## src/hw/rtl/pfe_pkg.sv

```systemverilog
// shared types, constants and decode helpers for the postfix expression evaluator
package pfe_pkg;

  localparam int STACK_DEPTH = 16;
  localparam int PTR_W       = (STACK_DEPTH > 1) ? $clog2(STACK_DEPTH) : 1;
  localparam int CNT_W       = $clog2(STACK_DEPTH + 1);
  localparam int DATA_W      = 32;
  localparam int DIV_CNT_W   = $clog2(DATA_W);

  localparam logic [7:0] SYM_PLUS  = 8'h2B;
  localparam logic [7:0] SYM_MINUS = 8'h2D;
  localparam logic [7:0] SYM_MUL   = 8'h2A;
  localparam logic [7:0] SYM_DIV   = 8'h2F;
  localparam logic [7:0] SYM_ZERO  = 8'h30;

  typedef struct packed {
    logic [7:0] symbol;
    logic       last_symbol;
  } pfe_in_t;

  typedef struct packed {
    logic signed [31:0] result_value;
    logic               overflow_seen;
    logic               underflow_seen;
    logic               divide_by_zero_seen;
  } pfe_out_t;

  typedef enum logic [1:0] {
    ALU_ADD,
    ALU_SUB,
    ALU_MUL,
    ALU_DIV
  } alu_op_t;

  typedef struct packed {
    logic              start;
    alu_op_t           op;
    logic [DATA_W-1:0] a;
    logic [DATA_W-1:0] b;
  } alu_req_t;

  typedef struct packed {
    logic              done;
    logic [DATA_W-1:0] result;
    logic              divzero;
  } alu_rsp_t;

  typedef struct packed {
    logic              push;
    logic              pop;
    logic [DATA_W-1:0] data;
  } stk_cmd_t;

  typedef struct packed {
    logic              empty;
    logic              full;
    logic [CNT_W-1:0]  count;
    logic [DATA_W-1:0] pop_data;
  } stk_stat_t;

  typedef enum logic [2:0] {
    ST_IDLE,
    ST_POP_B,
    ST_POP_A,
    ST_EXEC,
    ST_WAIT,
    ST_POP_R,
    ST_LOAD_R
  } pfe_state_t;

  function automatic logic is_operator(input logic [7:0] sym);
    return (sym == SYM_PLUS) || (sym == SYM_MINUS) || (sym == SYM_MUL) || (sym == SYM_DIV);
  endfunction

  function automatic alu_op_t sym_to_op(input logic [7:0] sym);
    alu_op_t op;
    unique case (sym)
      SYM_PLUS:  op = ALU_ADD;
      SYM_MINUS: op = ALU_SUB;
      SYM_MUL:   op = ALU_MUL;
      default:   op = ALU_DIV;
    endcase
    return op;
  endfunction

endpackage

```

## src/hw/rtl/pfe_stack.sv

```systemverilog
// bounded value stack: memory with registered pop data and an entry count
module pfe_stack
  import pfe_pkg::*;
(
  input  logic      clk,
  input  logic      rst,
  input  stk_cmd_t  cmd,
  output stk_stat_t stat
);

  logic [DATA_W-1:0] mem [STACK_DEPTH];
  logic [DATA_W-1:0] rd_q;
  logic              pop_empty;
  logic [CNT_W-1:0]  count;
  logic [CNT_W-1:0]  count_m1;
  logic              empty;
  logic              full;

  assign empty    = (count == '0);
  assign full     = (count == CNT_W'(STACK_DEPTH));
  assign count_m1 = count - CNT_W'(1);

  // memory write and registered read
  always_ff @(posedge clk) begin
    if (cmd.push && !full) begin
      mem[count[PTR_W-1:0]] <= cmd.data;
    end
    if (cmd.pop) begin
      rd_q      <= mem[count_m1[PTR_W-1:0]];
      pop_empty <= empty;
    end
  end

  always_ff @(posedge clk) begin
    if (rst) begin
      count <= '0;
    end else if (cmd.push && !full) begin
      count <= count + CNT_W'(1);
    end else if (cmd.pop && !empty) begin
      count <= count_m1;
    end
  end

  // a pop of an empty stack gives all ones
  assign stat.empty    = empty;
  assign stat.full     = full;
  assign stat.count    = count;
  assign stat.pop_data = pop_empty ? '1 : rd_q;

endmodule

```

## src/hw/rtl/pfe_alu.sv

```systemverilog
// shared arithmetic unit: registered add, subtract, multiply; radix-2 divider
module pfe_alu
  import pfe_pkg::*;
(
  input  logic     clk,
  input  logic     rst,
  input  alu_req_t req,
  output alu_rsp_t rsp
);

  logic                 busy;
  logic                 fix;
  logic                 done;
  logic                 div_go;
  logic [DIV_CNT_W-1:0] cnt;
  logic [DATA_W-1:0]    result;
  logic                 divzero;
  logic                 neg;
  logic [DATA_W-1:0]    divisor;
  logic [DATA_W-1:0]    rem;
  logic [DATA_W-1:0]    quo;
  logic [DATA_W:0]      rem_shift;
  logic [DATA_W:0]      trial;
  logic [DATA_W-1:0]    mag_a;
  logic [DATA_W-1:0]    mag_b;

  assign mag_a     = req.a[DATA_W-1] ? (DATA_W'(0) - req.a) : req.a;
  assign mag_b     = req.b[DATA_W-1] ? (DATA_W'(0) - req.b) : req.b;
  assign rem_shift = {rem, quo[DATA_W-1]};
  assign trial     = rem_shift - {1'b0, divisor};
  // a division with a nonzero divisor runs the iterative loop
  assign div_go    = req.start && (req.op == ALU_DIV) && (req.b != '0);

  // control
  always_ff @(posedge clk) begin
    if (rst) begin
      busy <= 1'b0;
      fix  <= 1'b0;
      done <= 1'b0;
      cnt  <= '0;
    end else begin
      done <= (req.start && !div_go) || (!req.start && !busy && fix);
      fix  <= !req.start && busy && (cnt == '1);
      if (req.start) begin
        if (div_go) begin
          busy <= 1'b1;
          cnt  <= '0;
        end
      end else if (busy) begin
        cnt <= cnt + DIV_CNT_W'(1);
        if (cnt == '1) begin
          busy <= 1'b0;
        end
      end
    end
  end

  // datapath
  always_ff @(posedge clk) begin
    if (req.start) begin
      divzero <= (req.op == ALU_DIV) && (req.b == '0);
      unique case (req.op)
        ALU_ADD: result <= req.a + req.b;
        ALU_SUB: result <= req.a - req.b;
        ALU_MUL: result <= req.a * req.b;
        ALU_DIV: begin
          if (req.b == '0) begin
            result <= '0;
          end
          neg     <= req.a[DATA_W-1] ^ req.b[DATA_W-1];
          divisor <= mag_b;
          rem     <= '0;
          quo     <= mag_a;
        end
      endcase
    end else if (busy) begin
      // one quotient bit per cycle, restoring
      if (!trial[DATA_W]) begin
        rem <= trial[DATA_W-1:0];
        quo <= {quo[DATA_W-2:0], 1'b1};
      end else begin
        rem <= rem_shift[DATA_W-1:0];
        quo <= {quo[DATA_W-2:0], 1'b0};
      end
    end else if (fix) begin
      result <= neg ? (DATA_W'(0) - quo) : quo;
    end
  end

  assign rsp.done    = done;
  assign rsp.result  = result;
  assign rsp.divzero = divzero;

endmodule

```

## src/hw/rtl/postfix_expression_evaluator.sv

```systemverilog
// top level: request sequencer, sticky flags and result register of the postfix evaluator
//
// Postfix (reverse Polish) evaluator. Each request carries one expression
// character; '+', '-', '*' and '/' pop the right and then the left operand and
// push the wrapped 32-bit result (truncating quotient), any other character
// pushes its code minus '0'. A request with last_symbol set also pops the top
// and delivers it with the overflow, underflow and divide-by-zero flags, which
// then clear. An operand is pushed when it is taken; +, - and * pop twice
// (through the registered stack read port), pass through the shared arithmetic
// unit and then push; / goes through the shared radix-2 divider, which
// produces one quotient bit per cycle and then applies a sign fix.
// A final character adds the closing pop and the result load.
// The block takes one request at a time; a finished result waits in its
// output register while the next request is taken, and the load of a new
// result waits only while the previous one is still untaken. The stack
// memory needs no clearing pass after reset.
module postfix_expression_evaluator
  import pfe_pkg::*;
(
  input  logic     clk,
  input  logic     rst,
  input  logic     item_valid,
  output logic     item_ready,
  input  pfe_in_t  item,
  output logic     result_valid,
  input  logic     result_ready,
  output pfe_out_t result
);

  pfe_state_t        state;
  pfe_state_t        state_next;
  stk_cmd_t          stk_cmd;
  stk_stat_t         stk_stat;
  alu_req_t          alu_req;
  alu_rsp_t          alu_rsp;

  logic              accept;
  logic              item_is_op;
  logic              load_out;
  logic              out_free;
  logic              last_q;
  alu_op_t           op_q;
  logic [DATA_W-1:0] rhs_q;
  logic              overflow_flag;
  logic              underflow_flag;
  logic              divzero_flag;
  logic              overflow_next;
  logic              underflow_next;
  logic              divzero_next;

  pfe_stack u_stack (
    .clk  (clk),
    .rst  (rst),
    .cmd  (stk_cmd),
    .stat (stk_stat)
  );

  pfe_alu u_alu (
    .clk (clk),
    .rst (rst),
    .req (alu_req),
    .rsp (alu_rsp)
  );

  assign accept     = item_valid && item_ready;
  assign item_is_op = is_operator(item.symbol);
  assign out_free   = !result_valid || result_ready;

  // next state
  always_comb begin
    state_next = state;
    unique case (state)
      ST_IDLE: begin
        if (accept) begin
          if (item_is_op) begin
            state_next = ST_POP_B;
          end else if (item.last_symbol) begin
            state_next = ST_POP_R;
          end
        end
      end
      ST_POP_B: state_next = ST_POP_A;
      ST_POP_A: state_next = ST_EXEC;
      ST_EXEC:  state_next = ST_WAIT;
      ST_WAIT: begin
        if (alu_rsp.done) begin
          state_next = last_q ? ST_POP_R : ST_IDLE;
        end
      end
      ST_POP_R:  state_next = ST_LOAD_R;
      ST_LOAD_R: begin
        if (out_free) begin
          state_next = ST_IDLE;
        end
      end
      default: state_next = ST_IDLE;
    endcase
  end

  // outputs of the sequencer
  always_comb begin
    item_ready    = 1'b0;
    stk_cmd.push  = 1'b0;
    stk_cmd.pop   = 1'b0;
    stk_cmd.data  = alu_rsp.result;
    alu_req.start = 1'b0;
    alu_req.op    = op_q;
    alu_req.a     = stk_stat.pop_data;
    alu_req.b     = rhs_q;
    load_out      = 1'b0;
    unique case (state)
      ST_IDLE: begin
        item_ready   = 1'b1;
        // operands go straight onto the stack
        stk_cmd.push = item_valid && !item_is_op;
        stk_cmd.data = {24'b0, item.symbol} - {24'b0, SYM_ZERO};
      end
      ST_POP_B: stk_cmd.pop = 1'b1;
      ST_POP_A: stk_cmd.pop = 1'b1;
      ST_EXEC:  alu_req.start = 1'b1;
      ST_WAIT:  stk_cmd.push = alu_rsp.done;
      ST_POP_R: stk_cmd.pop = 1'b1;
      ST_LOAD_R: load_out = out_free;
      default: begin
      end
    endcase
  end

  // sticky flags; cleared once a result has taken them
  always_comb begin
    overflow_next  = overflow_flag  || (stk_cmd.push && stk_stat.full);
    underflow_next = underflow_flag || (stk_cmd.pop && stk_stat.empty);
    divzero_next   = divzero_flag   || (state == ST_WAIT && alu_rsp.done && alu_rsp.divzero);
    if (load_out) begin
      overflow_next  = 1'b0;
      underflow_next = 1'b0;
      divzero_next   = 1'b0;
    end
  end

  always_ff @(posedge clk) begin
    if (rst) begin
      state          <= ST_IDLE;
      overflow_flag  <= 1'b0;
      underflow_flag <= 1'b0;
      divzero_flag   <= 1'b0;
      result_valid   <= 1'b0;
    end else begin
      state          <= state_next;
      overflow_flag  <= overflow_next;
      underflow_flag <= underflow_next;
      divzero_flag   <= divzero_next;
      if (load_out) begin
        result_valid <= 1'b1;
      end else if (result_ready) begin
        result_valid <= 1'b0;
      end
    end
  end

  // request fields and operands held during the operation
  always_ff @(posedge clk) begin
    if (accept) begin
      last_q <= item.last_symbol;
      op_q   <= sym_to_op(item.symbol);
    end
    if (state == ST_POP_A) begin
      rhs_q <= stk_stat.pop_data;
    end
    if (load_out) begin
      result.result_value        <= stk_stat.pop_data;
      result.overflow_seen       <= overflow_flag;
      result.underflow_seen      <= underflow_flag;
      result.divide_by_zero_seen <= divzero_flag;
    end
  end

`ifndef SYNTH
  a_count_bound: assert property (@(posedge clk) disable iff (rst)
    stk_stat.count <= CNT_W'(STACK_DEPTH))
    else $error("stack count beyond depth");

  a_no_push_pop: assert property (@(posedge clk) disable iff (rst)
    !(stk_cmd.push && stk_cmd.pop))
    else $error("stack push and pop in one cycle");

  a_alu_done_wait: assert property (@(posedge clk) disable iff (rst)
    alu_rsp.done |-> state == ST_WAIT)
    else $error("arithmetic unit finished outside the wait state");

  a_load_valid: assert property (@(posedge clk) disable iff (rst)
    load_out |=> result_valid)
    else $error("loaded result not presented");
`endif

endmodule
```

## config.mk

```make
export PLATFORM = sky130hd
export DESIGN_NAME = postfix_expression_evaluator
export DESIGN_NICKNAME = d
export VERILOG_FILES = /design/src/hw/rtl/pfe_pkg.sv /design/src/hw/rtl/pfe_stack.sv /design/src/hw/rtl/pfe_alu.sv /design/src/hw/rtl/postfix_expression_evaluator.sv
export SDC_FILE = /design/constraint.sdc
export NUM_CORES = 2
export LEC_CHECK = 0
export ABC_AREA = 1
export BUFFER_PORTS_ARGS = -buffer_cell sky130_fd_sc_hd__buf_2
export CORE_MARGIN = 10
export CORE_UTILIZATION = 50
export DETAILED_ROUTE_END_ITERATION = 10
export PLACE_DENSITY = 0.67
export SYNTH_ARGS = -nofsm -noshare
export SYNTH_HDL_FRONTEND = slang
export SYNTH_HIERARCHICAL = 1
export SYNTH_SLANG_ARGS = --single-unit
```

## constraint.sdc

```tcl
create_clock -name clk -period 6.75 [get_ports clk]
set_clock_uncertainty 0.1 [all_clocks]
set_input_delay 1.35 -clock clk [delete_from_list [all_inputs] [get_ports clk]]
set_output_delay 1.35 -clock clk [all_outputs]
set_load 0.01 [all_outputs]
```

Word level (Yosys, flattened, before mapping)
Memories as Yosys holds them, arrays and structs flattened. A register that Yosys moved wholly into a read port is not among the register bits.
Index checks and enable logic that the tools add are counted.

cells by class
  add/sub/neg operators = 10
  multiply operators = 1
  eq/ne operators = 23
  mux-type cells = 44
  bitwise operators = 1
  reductions and logical operators = 47

operator list
  cell                                                                  count
  32-bit two-way mux                                                    15
  32-bit case mux with 4 select lines                                   1
  1-bit by 32-bit subtractor with 32-bit output (first input constant)  3
  33-bit by 32-bit subtractor with 33-bit output                        1
  32-bit adder                                                          1
  8-bit by 6-bit == test with 1-bit output (second input constant)      4
  32-bit zero test                                                      1
  32-bit by 32-bit multiplier with 32-bit output                        1
  32-bit nonzero test                                                   1
  32-bit subtractor                                                     1
  31-bit two-way mux                                                    1
  5-bit two-way mux                                                     5
  3-bit case mux with 7 select lines                                    1
  3-bit two-way mux                                                     6
  1-bit logical AND                                                     16
  1-bit two-way mux                                                     13
  5-bit by 1-bit adder with 5-bit output (second input constant)        2
  5-bit == test (second input constant)                                 2
  3-bit == test (second input constant)                                 3
  8-bit by 6-bit subtractor with 9-bit output (second input constant)   1
  1-bit logical OR                                                      8
  2-bit != test (second input constant)                                 4
  2-bit nonzero test                                                    4
  1-bit zero test                                                       7
  18 further kinds                                                      24

storage, ports and cells
  flip-flop bits (word level) = 221
  bits in writable memories = 512
  bits of input ports = 13
  memories kept = 1

memories
  name         words  width  read ports  clocked after memory_dff  write ports  line             RTL
  u_stack.mem  16     32     1           1                         1            pfe_stack.sv:11  logic [DATA_W-1:0] mem [STACK_DEPTH];

Longest topological paths before layout
  word-level depth = 10
  mapped depth = 39
  gate-level depth less buffers = 37

Hierarchy
Netlist, hierarchy kept.

modules (own cells, without submodules)
  module                        instances  cells an instance  area each (um2)  sequential area each (um2)
  pfe_alu                       1          3953               28782.6          4063.9
  pfe_stack                     1          1710               21981.1          16465.8
  postfix_expression_evaluator  1          233                2974.1           2242.2

Worst setup path before layout
OpenSTA, ideal clock, no wires.

  path type = reg2reg
  start point = register u_stack.pop_empty
  end point = register u_alu.result[26] (data pin)
  arrival = 6.985 ns
  data required time = 6.381 ns
  path slack = -0.603 ns
  stages on the path, launching flop included = 32
  period minus slack after synthesis = 7.353 ns
  cells stage by stage = edfxtp_1 -> clkbuf_1 -> or2_2 -> clkbuf_1 -> buf_1 -> nand2_1 -> inv_1 -> fa_1 -> inv_1 -> fa_1 -> fa_1 -> fa_1 -> inv_1 -> fa_1 -> inv_1 -> fa_1 -> inv_1 -> fa_1 -> fa_1 -> ha_1 -> nand2_1 -> nor3_1 -> nand4_1 -> nand3_1 -> nand3_1 -> nand2_1 -> nand2_1 -> nand2_1 -> xnor2_1 -> o21ai_1 -> nand2_1 -> o21ai_0

RTL lines
  element                 line             RTL
  start, declared         pfe_stack.sv:13  logic pop_empty;
  start signal, assigned  pfe_stack.sv:30  pop_empty <= empty;
  end signal, assigned    pfe_alu.sv:63    ALU_ADD: result <= req.a + req.b;
  end signal, assigned    pfe_alu.sv:64    ALU_SUB: result <= req.a - req.b;
  end signal, assigned    pfe_alu.sv:65    ALU_MUL: result <= req.a * req.b;
  end, declared           pfe_alu.sv:16    logic [DATA_W-1:0] result;

==> impl_metrics.csv <==
group,metric,value,unit
final_layout,fin_nets,6753,
sta,setup_violations,21,
sta,worst_slack,-0.563,ns
drt,route.detailed.drc,0,
worst_setup_path,max_stage_delay,0.57,ns
drt,drtAntennaViolNets,0,
floorplan,pin_count,50,
yosys,synth_edf_count,745,
grt,use_met1,35.6,%
clocking,clkTransAtPathRegs,0.06,ns
worst_setup_path,required,7.14,ns
worst_setup_path,reg2reg_depth,31,
yosys,seq_area_frac_synth,42.4,%
grt,grt.met2_usage,43.2,%
clocking,cts_buffers,81,
final_layout,post_route_cells_drive_above_1_share,15.3,%
yosys,synthCells,5896,
run_status,status,"complete, but fails checks",
floorplan,fp.dieW,348,um
sta,slew_headroom,18.9,%
worst_setup_path,timing.rr.start,"u_stack/pop_empty$_DFFE_PP_",
floorplan,core-area,107000,um2
worst_setup_path,endpoint,"u_alu/result[25]$_DFFE_PP_",
floorplan,initial_utilization,50.3,%
final_layout,final_cell_area,62300,um2
drt,drtIter0Drc,4130,
yosys,synth_ff_type,"edfxtp_1",
min_path,holdCritPathClass,"reg -> reg",
worst_setup_path,path_max_fanout,7,
placement,place_area,57700,um2
run_status,violations,"negative setup slack",
clocking,clock_path_buffers,3,
grt,antenna_found_initial,6,
yosys,synth_top_area_share,41.6,%
placement,gp_congestion,0.956,
grt,gr-total-overflow,0,
worst_setup_path,cp_slowest_cell,"fa_1",
min_path,min_path_cells,0,
floorplan,fp.dieH,348,um
final_layout,final_cells,7598,
clocking,clkSinkCount,765,
final_layout,finalCoreUtilization,58.2,%
yosys,synth_nets,6517,
sta,timing.final.crit_share,108,%
grt,grt_pass1_vias,41171,
grt,grt.busiest_layer,"met2",
yosys,ys_top_cells_by_area,"edfxtp_1, fa_1, nand2_1",
drt,avgViaCountPerCell,5.55,
sta,hold_violations,0,
drt,wl_per_cell,21.8,um
grt,grt_usage,26.8,%
yosys,synth_common_cells,"nand2_1, inv_1, edfxtp_1",
clocking,cts-root-buf,"clkbuf_16",
worst_setup_path,critPathArrivalTime,7.70,ns
placement,io_buffers,49,
yosys,yosysTopAreaCell,"edfxtp_1",
yosys,syn_area_per_cell,9.11,um2
sta,timing.setup.tns,-8.06,ns
sta,max_clock_freq,0.137,GHz
yosys,ys_warn_count,6,
job,maxCapViolCount,0,
worst_setup_path,end_kind,"flop",
yosys,synth-seq-cells,765,
placement,place_inst,7376,
sta,rsz0062_at_grt,"true",
sta,worst_pin_slew,1.21,ns
clocking,cts-htree-levels,3,
yosys,async_reset_ff_share,0,%
grt,grt_pass1_wl,249,mm
grt,grt_max_degree,129,
yosys,synth.most_common_cell,"nand2_1",
yosys,yosysUniqueCellTypes,60,
sta,period_minus_slack,7.31,ns
worst_setup_path,r2r_slack,-0.56,ns
placement,dp_hpwl,115,mm
final_layout,area_growth,15.8,%
floorplan,dieArea,121000,um2
drt,dr.pass1.iters,7,
worst_setup_path,critPathLaunchType,"flop",
floorplan,fp-row-count,120,
sta,maxSlewViolCount,0,
worst_setup_path,cp_common_cell,"fa_1",
worst_setup_path,r2r-end,"u_alu/result[25]$_DFFE_PP_",
drt,vias,42174,
drt,drt-total-wl,166,mm
clocking,cts_tree,"yes",
clocking,clk_latency,0.68,ns
worst_setup_path,critPathLaunch,"u_stack/pop_empty$_DFFE_PP_",
grt,met3_usage,4.35,%
worst_setup_path,crit_type,"reg -> reg",
yosys,netlist_area,53700,um2
layout by cell type (no fill, tap or decap), types with 12 or more instances in the layout:
| cell type | count |
|---|---|
| nand2_1 | 1094 |
| inv_1 | 934 |
| edfxtp_1 | 745 |
| nor2_1 | 631 |
| fa_1 | 374 |
| o21ai_0 | 349 |
| buf_4 | 322 |
| nand3_1 | 235 |
| a21oi_1 | 180 |
| ha_1 | 160 |
| o21ai_1 | 133 |
| clkbuf_16 | 84 |
| o211ai_1 | 69 |
| xor2_1 | 68 |
| buf_2 | 49 |
| buf_12 | 48 |
| inv_2 | 46 |
| ha_4 | 38 |
| nand2_2 | 37 |
| nor2_2 | 37 |
| xnor2_1 | 37 |
| fa_2 | 36 |
| nor3_1 | 34 |
| a31oi_1 | 32 |
| buf_6 | 30 |
| nor2_4 | 29 |
| or2_2 | 26 |
| a21oi_2 | 22 |
| clkbuf_1 | 22 |
| nand4_1 | 22 |
| or2_4 | 20 |
| dfxtp_1 | 19 |
| clkinv_1 | 18 |
| nand2_4 | 16 |
| a21o_1 | 16 |
| nor4_1 | 15 |
| o21ai_2 | 15 |
| nand3_2 | 13 |
| nor3_2 | 12 |
registers in the layout, summed over array words and instances, names as in the netlist, 2 cells and up:
name	count
u_stack/rd_q	32
u_alu/divisor	32
op_q	2
u_stack/count	5
u_alu/rem	32
result	35
u_alu/quo	32
rhs_q	32
u_alu/result	32
state	3
u_alu/cnt	5
u_stack/mem	512
layer usage:
layer	vias up	part of all wire, %
met3	386	8.5
li1	19402	-
met4	2	4.9
met5	-	0.0078
met2	1873	46
met1	20511	40
cell families after synthesis:
kind of cell / synth area share [%]
fa+ha+maj: 19.9
xor+xnor: 1.74
simple gates: 17.5
buf+inv: 9.58
flops: 42.4
compound gates: 8.87
layout make-up:
cell class                 count  area [um2]
fill                        9091       44600
multi-input combinational   3840       27200
sequential                   765       22800
timing repair buffer         457        4140
inverter                     987        3720
clock buffer                 104        2120
tap                         1403        1760
clock inverter                39         494
antenna                        3        7.51
critical path, delay by kind of cell (launching register included):
kind	cells	cell delay, ns
compound gates	7	1.20
fa+ha+maj	9	3.80
buf+inv	10	0.95
flops	1	0.41
simple gates	5	0.67
repair_timing:
| action | CTS | global route |
|---|---|---|
| pin swaps | 23 | 194 |
| gates resized for setup | 85 | 222 |
| cloned | 2 | 3 |
| endpoints found under the setup margin | 22 | 23 |
| hold buffers | 0 | 0 |
| setup buffers | 19 | 58 |
| hold endpoints to repair | 0 | 0 |
worst min path at each step:
stage	from	endpoint	slack, ns
floorplan	divzero_flag$_SDFF_PP0_	result[0]$_DFFE_PP_	0.31
finish	divzero_flag$_SDFF_PP0_	result[0]$_DFFE_PP_	0.34
global route	underflow_flag$_SDFF_PP0_	result[1]$_DFFE_PP_	0.35
global placement	divzero_flag$_SDFF_PP0_	result[0]$_DFFE_PP_	0.32
CTS	divzero_flag$_SDFF_PP0_	result[0]$_DFFE_PP_	0.33
detailed placement	divzero_flag$_SDFF_PP0_	result[0]$_DFFE_PP_	0.32
stage by stage:
stage	hold slack, ns	setup slack (ns)
floorplan	0.308	-0.112
global placement	0.321	-0.682
detailed placement	0.320	-0.661
CTS	0.335	-0.554
global route	0.352	-0.769
finish	0.335	-0.563
Power is left out: the tool's default activity adds up to more than one toggle a clock period on the data nets, which glitch-free logic cannot reach.
